$ cat src/rtl/core/pbfn_pkg.sv
`timescale 1ns / 1ps
// ----------------------------------------------------------------------------
// pbfn_pkg: shared types and constants
// Widths and the accumulator record passed from front end to normalizer.
// ----------------------------------------------------------------------------
package pbfn_pkg;

    localparam int COORD_BITS_DEF   = 24;
    localparam int MAX_VERTICES_DEF = 1024;
    localparam int SUM_W            = 64;
    localparam int NRM_W            = 32;
    localparam int ONE_Q30          = 1 << 30;

    typedef struct packed {
        logic signed [SUM_W-1:0] x;
        logic signed [SUM_W-1:0] y;
        logic signed [SUM_W-1:0] z;
    } t_sum;

endpackage

$ cat src/rtl/core/pbfn_queue.sv
`timescale 1ns / 1ps
// ----------------------------------------------------------------------------
// pbfn_queue: two-entry FIFO
// Decouples accumulation from normalization.
// ----------------------------------------------------------------------------
module pbfn_queue (
    input  logic           i_clk,
    input  logic           i_rst_n,
    input  logic           i_wr_valid,
    output logic           o_wr_ready,
    input  pbfn_pkg::t_sum i_wr_data,
    output logic           o_rd_valid,
    input  logic           i_rd_ready,
    output pbfn_pkg::t_sum o_rd_data
);
    import pbfn_pkg::*;

    t_sum       r_mem [2];
    logic       r_wp;
    logic       r_rp;
    logic [1:0] r_cnt;
    logic       wr_en;
    logic       rd_en;

    assign o_wr_ready = (r_cnt != 2'd2);
    assign o_rd_valid = (r_cnt != 2'd0);
    assign o_rd_data  = r_mem[r_rp];
    assign wr_en      = i_wr_valid && o_wr_ready;
    assign rd_en      = o_rd_valid && i_rd_ready;

    always_ff @(posedge i_clk) begin
        if (!i_rst_n) begin
            r_wp  <= 1'b0;
            r_rp  <= 1'b0;
            r_cnt <= 2'd0;
        end else begin
            if (wr_en) begin
                r_mem[r_wp] <= i_wr_data;
                r_wp        <= ~r_wp;
            end
            if (rd_en) r_rp <= ~r_rp;
            r_cnt <= r_cnt + 2'(wr_en) - 2'(rd_en);
        end
    end

endmodule

$ cat config.mk
export PLATFORM = sky130hd
export DESIGN_NAME = pbfn_queue
export DESIGN_NICKNAME = d
export VERILOG_FILES = /design/src/rtl/core/pbfn_pkg.sv /design/src/rtl/core/pbfn_queue.sv
export SDC_FILE = /design/constraint.sdc
export NUM_CORES = 1
export LEC_CHECK = 0
export BUFFER_PORTS_ARGS = -buffer_cell sky130_fd_sc_hd__clkbuf_2
export CAP_MARGIN = 0
export CELL_PAD_IN_SITES_DETAIL_PLACEMENT = 0
export CELL_PAD_IN_SITES_GLOBAL_PLACEMENT = 1
export CORE_MARGIN = 2
export CORE_UTILIZATION = 49
export CTS_BUF_LIST = sky130_fd_sc_hd__clkbuf_8
export DETAILED_ROUTE_END_ITERATION = 12
export PLACE_DENSITY_LB_ADDON = 0.2
export SLEW_MARGIN = 30
export SYNTH_ARGS = -nofsm -noshare
export SYNTH_HDL_FRONTEND = slang
export SYNTH_SLANG_ARGS = --single-unit
$ cat constraint.sdc
create_clock -name i_clk -period 28 [get_ports i_clk]
set_clock_uncertainty 0.2 [all_clocks]
set_input_delay 1.4 -clock i_clk [delete_from_list [all_inputs] [get_ports i_clk]]
set_output_delay 1.4 -clock i_clk [all_outputs]
set_load 0.05 [all_outputs]
Yosys cells after proc, flatten, opt, wreduce, memory -nomap -nowiden

Memory sizes are Yosys's and may differ from the RTL's. A register that Yosys moved wholly into a read port is not among the register bits.
Index checks and enable logic that the tools add are counted.

Bitwise gates (word level): 2
Eq/ne operators: 1
Reduce and logical (&&, ||, !) cells: 3
Add/subtract/negate cells: 2
Mux-type cells: 5

Operators with widths:

| kind                                          | number |
|---|---|
| 2-to-1 mux 1 bit                              | 5 |
| adder 2 x 1 -> 2 bit                          | 1 |
| logical AND 1 bit                             | 2 |
| inequality test 2 bit (second input constant) | 1 |
| NOT 1 bit                                     | 2 |
| nonzero test 2 bit                            | 1 |
| subtractor 2 x 1 -> 2 bit                     | 1 |

Output and inout bits: 194
Input port bits: 196
Logic and storage cells: 17
Bits in writable memories: 384
Register bits: 4
Memories: 1

Memory list:

| name  | depth | bits a word | rd ports | clocked after memory_dff | wr ports | line             | source |
|---|---|---|---|---|---|---|---|
| r_mem | 2     | 192         | 1        | 1                        | 1        | pbfn_queue.sv:18 | `t_sum r_mem [2];` |

Longest topological paths before layout

Gate-level depths: netlist of run 1.

Depth in word-level cells: 5
Gate-level depth with buffers: 9
Depth with buffers taken out: 9

Worst setup path after synthesis of run 1

OpenSTA, ideal clock, no wires.

Kind: in2reg
Start: input port i_rst_n
End: memory r_mem[0][0] (netlist name) (enable)
Cell stages on the path: 2
Buffers on the path: 0
Arrival time: 9,469 ps
Setup time: 748 ps
Path slack: 17,583 ps
Cell sequence: nand3_1 nor2_1

Cells in the longest elaborated chain, start to end: 2

Ends and longest elaborated chain:

| item                                   | line             | source |
|---|---|---|
| start, declared                        | pbfn_queue.sv:8  | `input logic i_rst_n,` |
| 2-to-1 mux 1 bit                       | pbfn_queue.sv:32 | `if (!i_rst_n) begin` |
| 2-to-1 mux 1 bit (implied by the code) | pbfn_queue.sv:38 | `r_mem[r_wp] <= i_wr_data;` |
| end, declared                          | pbfn_queue.sv:18 |  |

Every way passes these cells.

==> results.py, run 1 <==
metrics = {
    "logic_synthesis": {
        "net_count_after_synthesis": 820,
        "ys_warn_count": 0,
        "synth.ff_latch_count": 389,
        "synth_cells": 622,
        "share_of_the_yosys_chip_area_belonging_to_registers_pct": 82.15,
        "mappedNetlistArea_um2": 14160,
        "synth.lib_cells_used.distinct": 18,
        "post-synth-top-area-cell": "sky130_fd_sc_hd__edfxtp_1",
        "synth.top_cells.by_area": "sky130_fd_sc_hd__edfxtp_1, sky130_fd_sc_hd__mux2_2, sky130_fd_sc_hd__buf_6",
        "post-synth-top-area-fraction_pct": 81.44,
        "synthesis.area_per_instance_um2": 22.76,
    },
    "worst_setup_path": {
        "crit_arrival_ns": 2.89,
        "slowest_delay_ns": 0.82,
        "reg2regPathDepth": 5,
        "cp.buffers_inverters": 2,
        "worstPathCellList": "buf_4 -> mux2_2 -> clkbuf_2",
        "critical_path_required_ns": 26.40,
        "critPathTopFamily": "buffers and inverters",
        "biggest_fanout_along_the_worst_timing_path": 69,
        "setup.reg_to_reg.worst_slack_ns": 24.77,
        "path_depth": 3,
        "timing.critical_path.slowest_stage_cell": "sky130_fd_sc_hd__buf_4",
        "critical_path_class": "reg -> out",
        "critPathLaunchType": "register",
        "setup.worst_path.end_class": "primary output",
    },
    "layout": {
        "most_frequent_standard_cell_in_the_layout_excluding_fill_and_tap_cells": "sky130_fd_sc_hd__clkbuf_2",
        "number_of_nets_in_the_final_layout": 1256,
        "fillerInstances": 2261,
        "layout.cells.non_filler": 1482,
        "area_delta_synth_final_pct": 23.08,
        "fraction_of_layout_instances_using_a_drive_strength_above_1_pct": 60.09,
        "mostFrequentLayoutCells": "sky130_fd_sc_hd__clkbuf_2, sky130_fd_sc_hd__edfxtp_1, sky130_fd_sc_hd__mux2_2",
    },
    "routing": {
        "detail_route.iter0.violations": 413,
        "drtAntennaViolNets": 0,
        "drtPass1Iterations": 4,
        "detail_route.drc_violations": 0,
        "drt-vias-per-instance": 4.941,
        "vias": 7322,
        "routed_wire_length_um": 28000,
        "wl_per_cell_um": 18.89,
    },
    "power_and_ir_drop": {
        "static-leakage-power_nw": 6.543,
        "powerDensity_nw_per_um2": 91.77,
        "worst_ir_drop_on_vdd_uv": 52.83,
    },
    "sta": {
        "hold_slack_ns": 0.3419,
        "final.period_utilization_pct": 16.03,
        "fin_crit_ns": 4.488,
        "finalHoldViolCount": 0,
        "worst_slew_pin_slew_ns": 0.9327,
        "rsz0062_at_grt": "false",
        "final_setup_vio_count": 0,
        "aggregate_negative_setup_slack_ns": 0,
        "timing_max_transition_violations_final": 0,
        "max-slew-margin-rel_pct": 37.82,
        "max_freq_mhz": 222.8,
    },
    "floorplan": {
        "num_io_pins": 390,
        "die_area_um2": 30270,
        "initial_utilization_pct": 49.60,
        "die_h_um": 174.0,
        "core_area_um2": 28550,
        "floorplan.die.width_um": 174.0,
        "row_count": 62,
    },
    "run": {
        "max-cap-violations": 0,
    },
    "clock_network": {
        "clk_pin_slew_ns": 0.05,
        "cts-hold-fix-buffers": 0,
        "cts_tree": "yes",
        "clock-sinks": 389,
        "clk_latency_ns": 0.57,
        "max-clock-path-buffers": 3,
        "cts_buffers": 58,
        "h-tree-depth": 2,
        "gates_resized_cts_repair": 0,
        "cts-root-buf": "sky130_fd_sc_hd__clkbuf_8",
        "post-cts-setup-buffer-count": 0,
    },
    "global_routing": {
        "antenna_found_initial": 3,
        "grt_total_usage_pct": 18.10,
        "grt_start_max_net_pins": 81,
        "grt_pass1_wl_um": 41590,
        "grt_remaining_overflow": 0,
        "grt_pass1_vias": 7519,
    },
    "place": {
        "hpwlAfterDp_um": 18680,
        "placed_cells": 1382,
        "gp_routability_congestion": 0.7624,
        "numPortBuffers": 389,
    },
    "run_status": {
        "run_status": "complete, no violations",
    },
    "hold_path": {
        "hold_path_depth": 2,
        "worstHoldPathType": "reg -> reg",
    },
}
## metrics by stage
stage,utilization (%),setup WS [ns],total power [mW],cell area [um^2]
CTS,61.01,23.40,1.620,17420
floorplan,-,17.58,1.135,14160
global route,61.04,23.32,1.664,17420
detailed placement,57.57,23.82,1.225,16440
global placement,57.56,23.83,1.223,16430
finish,61.04,23.51,1.599,17430
## final timing paths
path,startpoint,to
max,register,o_rd_data[118]
min,r_rp$_SDFFE_PN0P_,register
max reg2reg,r_cnt[0]$_SDFF_PN0_,r_mem[1][163]$_DFFE_PP_
min reg2reg,r_rp$_SDFFE_PN0P_,register
## cells in the mapped netlist, drive strengths merged
cell    number
nor2b        2
buf         21
dfxtp        5
edfxtp     384
and3         1
inv          2
o22ai        1
o21a         1
ha           2
nand2b       1
and2         3
xnor2        3
nor2         1
nand2        1
nand3        1
mux2       192
or2          1
## logic make-up (layout without fill, tap and decap cells)
group                      Yosys count  count (layout)  synth area share [%]
AOI/OAI and AO/OA                    2               2               0.09726
adders and majority gates            2               2                0.1767
and+or+nand+nor                     11              11                0.4419
buffers and inverters               23             496                 1.679
other                                0               3                     0
DFF                                389             389                 82.15
xor gates and xnor gates             3               3                0.1856
muxes                              192             192                 15.27
## worst reg2reg max path, cell delays in order, from the launching register on
cell and delay, ns:
sky130_fd_sc_hd__dfxtp_1 0.37, sky130_fd_sc_hd__nand2b_1 0.17, sky130_fd_sc_hd__and2_1 0.18, sky130_fd_sc_hd__and3_4 0.58, sky130_fd_sc_hd__buf_4 0.67, sky130_fd_sc_hd__buf_4 0.67
## area by class of cell
| class | count | area (um^2) | share of cell area (%) |
|---|---|---|---|
| clock buffer | 61 | 839.6 | 4.818 |
| antenna | 3 | 7.507 | 0.04308 |
| timing repair buffer | 397 | 2014 | 11.56 |
| sequential | 389 | 11630 | 66.76 |
| clock inverter | 36 | 140.1 | 0.8041 |
| multi-input combinational | 210 | 2302 | 13.21 |
| inverter | 2 | 7.507 | 0.04308 |
| tap | 384 | 480.5 | 2.757 |
## power by group
group / switching, mW / total [mW] / leakage (nW) / internal, mW
Sequential: 0.0175 / 0.709 / 3.56 / 0.691
Combinational: 0.364 / 0.500 / 2.42 / 0.136
Clock: 0.192 / 0.390 / 0.561 / 0.198
## registers in the layout, indices dropped and copies added (netlist names), named ones only
register and count:
r_rp 1, r_mem 384, r_cnt 2, r_wp 1
## layer usage
metal	GRT usage, %	up-vias	wire length (um)
li1	-	3369	-
met1	21.69	3564	10810
met2	29.45	323	13440
met3	7.349	64	2858
met4	7.073	2	879
met5	0	-	12
Power figures use the tool's default switching activity.
==> run 2: changes to the inputs <==
Settings changed: CORE_UTILIZATION 49 to 46.
Clock period 28 ns to 4.2 ns, I/O delays scaled along.
==> results.py, run 2 (synthesis results as in run 1) <==
metrics = {
    "run_status": {
        "run_status": "complete, no violations",
    },
    "place": {
        "worst_slack_placed_ns": 1.779,
        "hpwlAfterDp_um": 19160,
        "placed_cells": 1397,
        "gp_routability_congestion": 0.7563,
        "numPortBuffers": 389,
    },
    "clock_network": {
        "max-clock-path-buffers": 3,
        "clk_pin_slew_ns": 0.06,
        "h-tree-depth": 2,
        "cts_tree": "yes",
        "post-cts-setup-buffer-count": 0,
        "clk_latency_ns": 0.57,
        "cts_buffers": 61,
        "cts-root-buf": "sky130_fd_sc_hd__clkbuf_8",
        "clock-sinks": 389,
    },
    "worst_setup_path": {
        "critical_path_required_ns": 3.79,
        "reg2reg_from": "r_cnt[0]$_SDFF_PN0_",
        "biggest_fanout_along_the_worst_timing_path": 60,
        "crit_arrival_ns": 2.51,
        "reg2regPathDepth": 4,
        "cp.buffers_inverters": 2,
        "worst_r2r_endpoint": "r_mem[1][118]$_DFFE_PP_",
        "critPathTopFamily": "flip-flops",
        "critical_path_class": "reg -> out",
        "setup.reg_to_reg.worst_slack_ns": 1.76,
        "worstPathCellList": "buf_12 -> mux2_2 -> clkbuf_2",
        "slowest_delay_ns": 0.84,
        "setup.worst_path.end_class": "primary output",
        "critPathLaunchType": "register",
        "timing.critical_path.slowest_stage_cell": "sky130_fd_sc_hd__dfxtp_4",
    },
    "floorplan": {
        "die_h_um": 179.4,
        "row_count": 64,
        "num_io_pins": 390,
        "initial_utilization_pct": 46.53,
        "die_area_um2": 32200,
        "core_area_um2": 30430,
        "floorplan.die.width_um": 179.4,
    },
    "sta": {
        "finalHoldViolCount": 0,
        "rsz0062_at_grt": "false",
        "fin_crit_ns": 2.916,
        "worst_slew_pin_slew_ns": 0.9062,
        "final_setup_vio_count": 0,
        "max-slew-margin-rel_pct": 39.59,
        "final.period_utilization_pct": 69.43,
        "final_setup_margin_ns": 1.284,
        "max_freq_mhz": 343.0,
        "timing_max_transition_violations_final": 0,
        "aggregate_negative_setup_slack_ns": 0,
    },
    "routing": {
        "detail_route.iter0.violations": 447,
        "routed_wire_length_um": 30600,
        "drtAntennaViolNets": 0,
        "drt-vias-per-instance": 4.762,
        "drtPass1Iterations": 4,
        "detail_route.drc_violations": 0,
        "wl_per_cell_um": 17.98,
        "vias": 8105,
    },
    "power_and_ir_drop": {
        "power.total_mw": 11.26,
        "static-leakage-power_nw": 7.518,
        "powerDensity_nw_per_um2": 572.1,
        "worst_ir_drop_on_vdd_uv": 343.9,
    },
    "layout": {
        "mostFrequentLayoutCells": "sky130_fd_sc_hd__clkbuf_2, sky130_fd_sc_hd__edfxtp_1, sky130_fd_sc_hd__dlygate4sd3_1",
        "most_frequent_standard_cell_in_the_layout_excluding_fill_and_tap_cells": "sky130_fd_sc_hd__clkbuf_2",
        "register_name_with_the_most_flops": "r_mem",
        "fraction_of_layout_instances_using_a_drive_strength_above_1_pct": 51.19,
        "area_delta_synth_final_pct": 39.01,
        "util_after_layout_pct": 64.68,
        "top_regs": "r_mem (384), r_cnt (2)",
        "largest_register_ffs": 384,
        "layout.cells.non_filler": 1702,
        "number_of_nets_in_the_final_layout": 1459,
    },
    "hold_path": {
        "worstHoldPathType": "in -> reg",
        "min_to": "r_mem[1][52]$_DFFE_PP_",
        "hold_path_startpoint": "i_wr_data[52]",
        "hold_path_depth": 2,
    },
    "global_routing": {
        "antenna_found_initial": 1,
        "grt_remaining_overflow": 0,
        "grt_pass1_wl_um": 47350,
        "grt_start_max_net_pins": 80,
        "grt_total_usage_pct": 18.69,
        "grt_pass1_vias": 8723,
    },
    "run": {
        "max-cap-violations": 0,
    },
}
run 2: cell types whose count changed in the layout (fill, tap and decap cells not counted), sizes merged, moves of 3 or more:
cell         previous run  this run
clkbuf                450       453
inv                    17        27
bufinv                  0         4
clkinv                 21        14
dlygate4sd3             0       197
buf                     8        11
run 2: final cells by class:
type	instances	area (um^2)
inverters	2	7.507
repair buffers	597	4076
clock buffers	64	880.8
well taps	396	495.5
flip-flops and latches	389	11630
clock inverters	43	269.0
multi-input cells	210	2315
fillers	2190	10750
diodes	1	2.502
run 2: worst max path at each step:
stage,start,to,slack [ns],depth (start not counted)
2_1_floorplan,r_cnt[0]$_SDFF_PN0_,r_mem[0][0]$_DFFE_PP_,0.01,3
3_3_place_gp,r_cnt[0]$_SDFF_PN0_,r_mem[1][144]$_DFFE_PP_,1.76,4
3_5_place_dp,r_cnt[0]$_SDFF_PN0_,r_mem[1][69]$_DFFE_PP_,1.78,4
4_1_cts,register,o_rd_data[38],1.17,3
5_1_grt,register,o_rd_data[177],1.11,3
6_report,register,o_rd_data[105],1.28,3
run 2: worst reg2reg max path, stage by stage (launching register included):
cell and delay (ns):
sky130_fd_sc_hd__dfxtp_1 0.36, sky130_fd_sc_hd__nand2b_4 0.15, sky130_fd_sc_hd__and2_1 0.16, sky130_fd_sc_hd__and3_4 0.81, sky130_fd_sc_hd__buf_12 0.39
run 2: layer usage:
| layer | track usage, % | vias up | part of all wire [%] |
|---|---|---|---|
| li1 | - | 3776 | - |
| met1 | 22.50 | 3906 | 39 |
| met2 | 31.11 | 356 | 48 |
| met3 | 6.908 | 67 | 9.7 |
| met4 | 6.472 | 0 | 3.0 |
| met5 | 0 | - | 0 |
run 2: what timing repair did:
| item | 4_1_cts | 5_1_grt |
|---|---|---|
| hold endpoints to repair | 411 | 0 |
| resized for setup | 0 | 0 |
| hold buffers | 197 | 0 |
run 2: report_power, final:
part	switching, mW	internal, mW	total (mW)
Clock	1.36	1.64	3.00
Sequential	0.135	4.60	4.74
Combinational	2.46	1.06	3.52
Total	3.96	7.30	11.3
run 2: per-stage QoR:
| stage | instance area (um^2) | hold WS, ns |
|---|---|---|
| after floorplan | 14180 | 0.1089 |
| after CTS | 19680 | 0.1000 |
| final | 19680 | 0.1587 |
| after global placement | 16560 | 0.1990 |
| after detailed placement | 16560 | 0.2021 |
| after global routing | 19680 | 0.1308 |
