$ cat config.mk
export PLATFORM = sky130hd
export DESIGN_NAME = pbfn_norm_flat
export DESIGN_NICKNAME = d
export VERILOG_FILES = /design/src/rtl/core/pbfn_pkg.sv /design/src/rtl/core/pbfn_if.sv /design/src/rtl/core/pbfn_norm.sv /design/src/flat_wrapper.sv
export SDC_FILE = /design/constraint.sdc
export NUM_CORES = 2
export LEC_CHECK = 0
export ABC_AREA = 0
export ABC_CLOCK_PERIOD_IN_PS = 41100
export BUFFER_PORTS_ARGS = -buffer_cell sky130_fd_sc_hd__clkbuf_2
export CORE_UTILIZATION = 25
export DETAILED_ROUTE_END_ITERATION = 16
export PLACE_DENSITY_LB_ADDON = 0.2
export REMOVE_ABC_BUFFERS = 1
export SETUP_SLACK_MARGIN = 0.05
export SLEW_MARGIN = 20
export SYNTH_ARGS = -nofsm -noshare
export SYNTH_HDL_FRONTEND = slang
export SYNTH_SLANG_ARGS = --single-unit
$ cat constraint.sdc
create_clock -name i_clk -period 41.1 [get_ports i_clk]
set_clock_uncertainty 0.2 [all_clocks]
set_input_delay 8.22 -clock i_clk [delete_from_list [all_inputs] [get_ports i_clk]]
set_output_delay 8.22 -clock i_clk [all_outputs]
set_load 0.005 [all_outputs]
$ cat src/rtl/core/pbfn_pkg.sv
`timescale 1ns / 1ps
// ----------------------------------------------------------------------------
// pbfn_pkg: shared types and constants
// Widths and the accumulator record passed from front end to normalizer.
// ----------------------------------------------------------------------------
package pbfn_pkg;

    localparam int COORD_BITS_DEF   = 24;
    localparam int MAX_VERTICES_DEF = 1024;
    localparam int SUM_W            = 64;
    localparam int NRM_W            = 32;
    localparam int ONE_Q30          = 1 << 30;

    typedef struct packed {
        logic signed [SUM_W-1:0] x;
        logic signed [SUM_W-1:0] y;
        logic signed [SUM_W-1:0] z;
    } t_sum;

endpackage

$ cat src/rtl/core/pbfn_if.sv


interface pbfn_nrm_if;
    logic                               valid;
    logic                               ready;
    logic signed [pbfn_pkg::NRM_W-1:0]  normal_x;
    logic signed [pbfn_pkg::NRM_W-1:0]  normal_y;
    logic signed [pbfn_pkg::NRM_W-1:0]  normal_z;
    logic                               degenerate;

    modport source (output valid, normal_x, normal_y, normal_z, degenerate,
                    input ready);
    modport sink   (input valid, normal_x, normal_y, normal_z, degenerate,
                    output ready);
endinterface

$ cat src/rtl/core/pbfn_norm.sv
`timescale 1ns / 1ps
// ----------------------------------------------------------------------------
// pbfn_norm: vector normalizer
// Scales, squares, takes the integer root and divides bit-serially.
// ----------------------------------------------------------------------------
module pbfn_norm (
    input  logic           i_clk,
    input  logic           i_rst_n,
    input  logic           i_q_valid,
    output logic           o_q_ready,
    input  pbfn_pkg::t_sum i_q_data,
    pbfn_nrm_if.source     o_nrm
);
    import pbfn_pkg::*;

    typedef enum logic [3:0] {
        B_IDLE, B_MAX, B_SHIFT, B_SQM, B_SQA, B_SQRT, B_DIVL, B_DIV, B_OUT
    } t_bstate;

    t_bstate           r_state;
    logic [SUM_W-1:0]  r_m   [3];
    logic              r_neg [3];
    logic [SUM_W-1:0]  r_max;
    logic [SUM_W-1:0]  r_sq;
    logic [61:0]       r_prod;
    logic [1:0]        r_idx;
    logic [5:0]        r_cnt;
    logic [SUM_W-1:0]  r_rad;
    logic [33:0]       r_rem;
    logic [31:0]       r_root;
    logic [61:0]       r_num;
    logic [31:0]       r_drem;
    logic [60:0]       r_quo;
    logic [NRM_W-1:0]  r_nrm [3];
    logic              r_deg;
    logic              r_ovalid;

    logic signed [SUM_W-1:0] sv [3];
    logic [SUM_W-1:0]  mx01;
    logic [SUM_W-1:0]  mx;
    logic [35:0]       rem_n;
    logic [35:0]       trial;
    logic [32:0]       dr_n;
    logic              qbit;
    logic [61:0]       qf;
    logic [NRM_W-1:0]  q32;
    logic [SUM_W-1:0]  sq_n;

    assign sv[0] = i_q_data.x;
    assign sv[1] = i_q_data.y;
    assign sv[2] = i_q_data.z;

    assign o_q_ready        = (r_state == B_IDLE);
    assign o_nrm.valid      = r_ovalid;
    assign o_nrm.normal_x   = r_nrm[0];
    assign o_nrm.normal_y   = r_nrm[1];
    assign o_nrm.normal_z   = r_nrm[2];
    assign o_nrm.degenerate = r_deg;

    always_comb begin
        mx01  = (r_m[0] > r_m[1]) ? r_m[0] : r_m[1];
        mx    = (mx01 > r_m[2]) ? mx01 : r_m[2];
        rem_n = {r_rem, r_rad[SUM_W-1 -: 2]};
        trial = {2'b00, r_root, 2'b01};
        dr_n  = {r_drem, r_num[61]};
        qbit  = (dr_n >= {1'b0, r_root});
        qf    = {r_quo, qbit};
        q32   = (qf > 62'(ONE_Q30)) ? NRM_W'(ONE_Q30) : qf[NRM_W-1:0];
        sq_n  = r_sq + SUM_W'(r_prod);
    end

    always_ff @(posedge i_clk) begin
        if (!i_rst_n) begin
            r_state  <= B_IDLE;
            r_ovalid <= 1'b0;
        end else begin
            unique case (r_state)
                B_IDLE: begin
                    if (i_q_valid) begin
                        for (int i = 0; i < 3; i++) begin
                            r_neg[i] <= sv[i][SUM_W-1];
                            r_m[i]   <= sv[i][SUM_W-1] ? SUM_W'(-sv[i]) : SUM_W'(sv[i]);
                        end
                        r_state <= B_MAX;
                    end
                end
                B_MAX: begin
                    if (mx == '0) begin
                        for (int i = 0; i < 3; i++) r_nrm[i] <= '0;
                        r_deg    <= 1'b1;
                        r_ovalid <= 1'b1;
                        r_state  <= B_OUT;
                    end else begin
                        r_max   <= mx;
                        r_state <= B_SHIFT;
                    end
                end
                B_SHIFT: begin
                    // bring the largest magnitude under 2^31
                    if (r_max[SUM_W-1:31] != '0) begin
                        r_max <= r_max >> 1;
                        for (int i = 0; i < 3; i++) r_m[i] <= r_m[i] >> 1;
                    end else begin
                        r_sq    <= '0;
                        r_idx   <= 2'd0;
                        r_state <= B_SQM;
                    end
                end
                B_SQM: begin
                    r_prod  <= r_m[r_idx][30:0] * r_m[r_idx][30:0];
                    r_state <= B_SQA;
                end
                B_SQA: begin
                    r_sq <= sq_n;
                    if (r_idx == 2'd2) begin
                        r_rad   <= sq_n;
                        r_rem   <= '0;
                        r_root  <= '0;
                        r_cnt   <= '0;
                        r_state <= B_SQRT;
                    end else begin
                        r_idx   <= r_idx + 2'd1;
                        r_state <= B_SQM;
                    end
                end
                B_SQRT: begin
                    // one root bit per cycle
                    if (rem_n >= trial) begin
                        r_rem  <= 34'(rem_n - trial);
                        r_root <= {r_root[30:0], 1'b1};
                    end else begin
                        r_rem  <= rem_n[33:0];
                        r_root <= {r_root[30:0], 1'b0};
                    end
                    r_rad <= r_rad << 2;
                    r_cnt <= r_cnt + 6'd1;
                    if (r_cnt == 6'd31) begin
                        r_idx   <= 2'd0;
                        r_state <= B_DIVL;
                    end
                end
                B_DIVL: begin
                    // numerator t*2^30 + len/2 rounds half away from zero
                    r_num   <= {1'b0, r_m[r_idx][30:0], 30'd0} + 62'(r_root[31:1]);
                    r_drem  <= '0;
                    r_quo   <= '0;
                    r_cnt   <= '0;
                    r_state <= B_DIV;
                end
                B_DIV: begin
                    r_drem <= qbit ? 32'(dr_n - {1'b0, r_root}) : dr_n[31:0];
                    r_num  <= r_num << 1;
                    r_quo  <= qf[60:0];
                    r_cnt  <= r_cnt + 6'd1;
                    if (r_cnt == 6'd61) begin
                        r_nrm[r_idx] <= r_neg[r_idx] ? -q32 : q32;
                        if (r_idx == 2'd2) begin
                            r_deg    <= 1'b0;
                            r_ovalid <= 1'b1;
                            r_state  <= B_OUT;
                        end else begin
                            r_idx   <= r_idx + 2'd1;
                            r_state <= B_DIVL;
                        end
                    end
                end
                B_OUT: begin
                    if (o_nrm.ready) begin
                        r_ovalid <= 1'b0;
                        r_state  <= B_IDLE;
                    end
                end
                default: r_state <= B_IDLE;
            endcase
        end
    end

endmodule

$ cat src/flat_wrapper.sv
// flat-port wrapper written by rule: the top's interface ports become plain ports
module pbfn_norm_flat import pbfn_pkg::*;
  (i_clk, i_rst_n, i_q_valid, o_q_ready, i_q_data, o_nrm_valid, o_nrm_normal_x, o_nrm_normal_y, o_nrm_normal_z, o_nrm_degenerate, o_nrm_ready);
  pbfn_nrm_if o_nrm_i ();
  input  logic i_clk;
  input  logic i_rst_n;
  input  logic i_q_valid;
  output logic o_q_ready;
  input  pbfn_pkg::t_sum i_q_data;
  output wire logic [$bits(o_nrm_i.valid)-1:0] o_nrm_valid;
  output wire logic [$bits(o_nrm_i.normal_x)-1:0] o_nrm_normal_x;
  output wire logic [$bits(o_nrm_i.normal_y)-1:0] o_nrm_normal_y;
  output wire logic [$bits(o_nrm_i.normal_z)-1:0] o_nrm_normal_z;
  output wire logic [$bits(o_nrm_i.degenerate)-1:0] o_nrm_degenerate;
  input wire logic [$bits(o_nrm_i.ready)-1:0] o_nrm_ready;
  assign o_nrm_valid = o_nrm_i.valid;
  assign o_nrm_normal_x = o_nrm_i.normal_x;
  assign o_nrm_normal_y = o_nrm_i.normal_y;
  assign o_nrm_normal_z = o_nrm_i.normal_z;
  assign o_nrm_degenerate = o_nrm_i.degenerate;
  assign o_nrm_i.ready = o_nrm_ready;
  pbfn_norm u_core (.i_clk(i_clk), .i_rst_n(i_rst_n), .i_q_valid(i_q_valid), .o_q_ready(o_q_ready), .i_q_data(i_q_data), .o_nrm(o_nrm_i));
endmodule
# Word-level counts from Yosys, hierarchy flattened
# Memories as Yosys holds them, arrays and structs flattened. A register that Yosys moved wholly into a read port is not among the register bits.
# Index checks and enable logic that the tools add are counted.
[word_totals]
ff_bits = 489
mem_bits_rw = 291
latchBits = 0
wordCells = 152
n_memories = 3
romBits = 0
output_inout_bits = 99
input_bits = 196
[memory_table]
columns = ["memory", "words", "word_bits", "rd", "rd_clocked_by_memory_dff", "wr", "line", "rtl"]
rows = [
  ["u_core.r_m", 3, 64, 4, 1, 3, "pbfn_norm.sv:21", "logic [SUM_W-1:0] r_m [3];"],
  ["u_core.r_nrm", 3, 32, 3, 0, 3, "pbfn_norm.sv:34", "logic [NRM_W-1:0] r_nrm [3];"],
  ["u_core.r_neg", 3, 1, 1, 1, 3, "pbfn_norm.sv:22", "logic r_neg [3];"],
]
[classes]
bitwise_logic = 3
shift = 0
add_sub_neg = 10
n_div = 0
muxes = 72
order_cmp = 5
n_reduce_logical = 23
eq_ne = 21
mul = 1
[op_table]
columns = ["cell", "n"]
rows = [
  ["$mux W64", 12],
  ["$pmux W64 S2", 3],
  ["$neg A64 Y64", 3],
  ["$mux W32", 5],
  ["$gt A64 B64 Y1", 2],
  ["$pmux W32 S2", 2],
  ["$pmux W62 S2", 1],
  ["$pmux W61 S2", 1],
  ["$mux W34", 2],
  ["$pmux W34 S2", 1],
  ["$add A64 B62 Y64", 1],
  ["$logic_not A64 Y1", 1],
  ["$add A61 B31 Y62", 1],
  ["$gt A62 B31 Y1 const B", 1],
  ["$mul A31 B31 Y62", 1],
  ["$ge A36 B34 Y1", 1],
  ["$pmux W4 S9", 1],
  ["$sub A34 B34 Y34", 1],
  ["$ge A33 B32 Y1", 1],
  ["$reduce_bool A33 Y1", 1],
  ["$neg A32 Y32", 1],
  ["$reduce_or A32 Y1", 1],
  ["$sub A32 B32 Y32", 1],
  ["$mux W4", 7],
  ["other kinds (29)", 83],
]

# Longest topological paths before layout
# An unclocked memory read counts as a cell.
[logic_depth]
depth_word = 11
ltp_mapped = 37
ltp_nobuf = 32

# Worst setup path after synthesis
# OpenSTA, ideal clock, no wires.
[synth_timing]
path_type = "input port to flip-flop"
from = "in i_rst_n"
to = "reg u_core.r_rad[0], enable pin"
arrival_ns = 17.884
stages = 2
t_required_ns = 40.082
setup_slack_ns = 22.197
setup_time_ns = 0.818
n_path_buf = 1
cell_sequence = "clkbuf_1 a21boi_0"
[synth_via]
elab_chain_cells = 1
[synth_lines]
columns = ["element", "line", "rtl"]
rows = [
  ["start, declared", "flat_wrapper.sv:6", "input logic i_rst_n;"],
  ["$reduce_and A3 Y1 (no source line)", "-", ""],
  ["end signal, assigned", "pbfn_norm.sv:116", "r_rad <= sq_n;"],
  ["end signal, assigned", "pbfn_norm.sv:135", "r_rad <= r_rad << 2;"],
  ["end, declared", "pbfn_norm.sv:28", "logic [SUM_W-1:0] r_rad;"],
]
# Every way passes these cells.
# A chain may end at the register's enable or synchronous reset.

==> metrics.yaml <==
status:
  status: "completed"
worst_hold_path:
  holdCritStartpoint: "u_core.r_rad[25]"
  holdCritPathClass: "reg2reg"
floorplan:
  num_rows: 197
  die_area_um2: 293000
  start_util_pct: 25.2
  die_h_um: 541
  ios: 295
  core_region_area_um2: 289000
  die_w_um: 541
global_routing:
  grt_busiest_layer: "met2"
  grt_max_degree: 156
  track_usage_pct: 16.1
  grt_pass1_vias: 57400
  grt_antenna_before_repair: 10
  grt.met2_usage_pct: 26.5
  met1_usage_pct: 22.1
  gr-usage-met3_pct: 1.87
  overflow: 0
  grt_pass1_wl_mm: 362
synth:
  synth_largest_area_cell: "edfxtp_1"
  synth_compound_area_share_pct: 11.5
  netlist_instances: 7687
  synthMuxAreaShare_pct: 0.940
  synth_edf_count: 743
  syn_area_per_cell_um2: 9.46
  ys_seq_area_share_pct: 30.9
  ys_ff_latch: 750
  synth_warnings: 0
  yosys-top-cells-area: "edfxtp_1 31%, fa_1 21%, ha_1 9.0%"
  ys.flop_type: "edfxtp_1"
  synth_cell_types: 83
  synth_top_family_by_area: "adder cells"
  synth_simple_gate_area_share_pct: 14.0
  yosys.area_share.xor_xnor_pct: 4.78
  synth_fa_ha_area_share_pct: 30.0
  synth_area_um2: 72700
  async_flop_share_pct: 0
  synth_top_area_share_pct: 30.7
drt:
  dr.pass1.iters: 6
  drtIter0Drc: 3474
  drt-total-wl_mm: 238
  wl_per_cell_um: 20.1
  avgViaCountPerCell: 4.66
  vias: 55300
  drc: 0
  drtAntennaViolNets: 0
sta:
  finalCritPeriodShare_pct: 29.5
  finalSetupViolations: 0
  rsz0062_at_grt: "no"
  tightest_slew_ns: 1.15
  hold_violations: 0
  relSlewSlack_pct: 21.1
  drv_slew: 0
  setup_tns_ns: 0
  period_minus_slack_ns: 12.12
  hold_slack_ns: 0.306
  fmaxAchievable_ghz: 0.0825
place:
  globalplace.congestion: 0.873
  io_buffers: 294
  place_hpwl_mm: 186
  dp_cells: 11700
  placed_cell_area_um2: 79000
worst_setup_path:
  required_ns: 41.36
  worst-setup-path-type: "in2reg"
  critPathCaptureType: "register"
  arrival_ns: 12.38
  critPathLaunchType: "primary input"
  slowest_delay_ns: 0.82
  path_cells: "clkbuf_2 -> or4_4 -> nor4_4 -> nand4b_2 -> or4_4 -> or3_4 -> or4_4 -> or4_4 -> o31ai_2 -> xor2_1 -> o21ai_1"
  crit_top_cell: "or4_4"
  cp_slowest_cell: "nor4_4"
  worstPathMaxFanout: 5
  cp-startpoint: "i_q_data[13]"
layout:
  nFillCells: 30700
  drive_above_1_share_pct: 7.90
  fin_cells: 11900
  area_delta_synth_final_pct: 13.0
  fin_area_um2: 82200
  final_nets: 9378
cts:
  post_cts_buffers: 0
  ctsLongestPathBuffers: 3
  ctsHoldBuffers: 0
  insertion_delay_ns: 0.74
  root_buffer: "clkbuf_16"
  clk_pin_slew_ns: 0.06
  cts_sinks: 750
  cts_repair_resize_count: 0
  htreeDepth: 3
  cts_tree: "yes"
  cts_buffers: 93
flow_run:
  cap_violations: 0
## layer usage
metal	vias up	share of wire (%)	routed length (µm)
met3	294	4.5	10700
met1	27400	46	111000
li1	26200	-	-
met4	8	3.2	7570
met2	1414	46	109000
met5	-	0.018	43
## synth_stat cells (12+ instances only)
cell / number
a31oi_1: 24
mux2i_1: 66
and2_1: 22
xnor2_1: 198
o2111ai_1: 12
nor4_1: 91
buf_1: 26
a211oi_1: 34
a211o_1: 15
nand2_1: 910
nand2b_1: 31
o21ai_1: 27
o31ai_1: 75
o21a_1: 49
nor2_1: 710
clkbuf_1: 261
nand3_1: 99
nor3_1: 74
a21boi_0: 15
o21bai_1: 33
nand4_1: 75
a21oi_1: 286
xor2_1: 199
fa_1: 764
and3_1: 96
nor2b_1: 31
or4_1: 34
o41ai_1: 32
o21ai_0: 572
o211ai_1: 20
a21o_1: 112
inv_1: 1206
or2_2: 25
ha_1: 522
or3_1: 59
edfxtp_1: 743
## per-stage QoR
stage / worst slack [ns] / util [%]
2_1_floorplan: 22.46 / -
3_3_place_gp: 28.17 / 27.3
3_5_place_dp: 28.19 / 27.4
4_1_cts: 28.95 / 28.5
5_1_grt: 28.79 / 28.5
6_report: 28.98 / 28.5
## worst paths after layout
path	endpoint	slack, ns	cells past startpoint
hold reg to reg	u_core.r_rad[27]	0.31	2
setup reg to reg	u_core.r_prod[57]	29.63	33
hold / removal	u_core.r_rad[27]	0.31	2
setup / recovery	u_core.r_m[2][57]	28.98	11
## area by class of cell
class | instances | area [µm²] | share of cell area (%)
Multi-Input combinational cell | 5428 | 44700 | 54.5
Sequential cell | 750 | 22500 | 27.3
Tap cell | 3880 | 4850 | 5.91
Inverter | 1217 | 4570 | 5.56
Clock buffer | 110 | 2410 | 2.94
Timing Repair Buffer | 406 | 2360 | 2.87
Clock inverter | 64 | 773 | 0.941
Antenna cell | 2 | 5.00 | 0.00609
## state kept, by name, summed over array words and instances (netlist names), 33 cells and up, named ones only
signal / flops
u_core.r_sq: 64
u_core.r_rem: 34
u_core.r_max: 33
u_core.r_num: 62
u_core.r_rad: 64
u_core.r_prod: 61
u_core.r_m: 192
u_core.r_quo: 61
u_core.r_nrm: 96
## critical path: cells and delay by family
family | cells | cell delay [ns]
AOI/OAI and AO/OA | 2 | 0.29
and+or+nand+nor | 7 | 3.55
buffers and inverters | 1 | 0.11
xor gates and xnor gates | 1 | 0.19
## cells in the final DEF (no fill, tap or decap), types with 49 or more instances in the layout
cell type / count
nor2_1: 704
xor2_1: 199
nor4_1: 89
nor3_1: 72
nand2_1: 908
buf_4: 109
a21o_1: 112
clkbuf_2: 294
o31ai_1: 75
clkbuf_16: 94
or3_1: 59
o21ai_0: 565
ha_1: 522
and3_1: 95
a21oi_1: 285
xnor2_1: 198
nand3_1: 98
inv_1: 1204
o21a_1: 49
nand4_1: 75
fa_1: 764
mux2i_1: 66
edfxtp_1: 743
## logic make-up after synthesis
group | Yosys count
AND/OR/NAND/NOR | 2290
multiplexers | 68
XOR/XNOR | 397
flip-flops | 750
AO/OA/AOI/OAI | 1387
buffers and inverters | 1509
adder cells (fa/ha/maj) | 1286
Power is not shown: default switching activity piles up to over one toggle a cycle in this logic, so the estimate is an artifact.
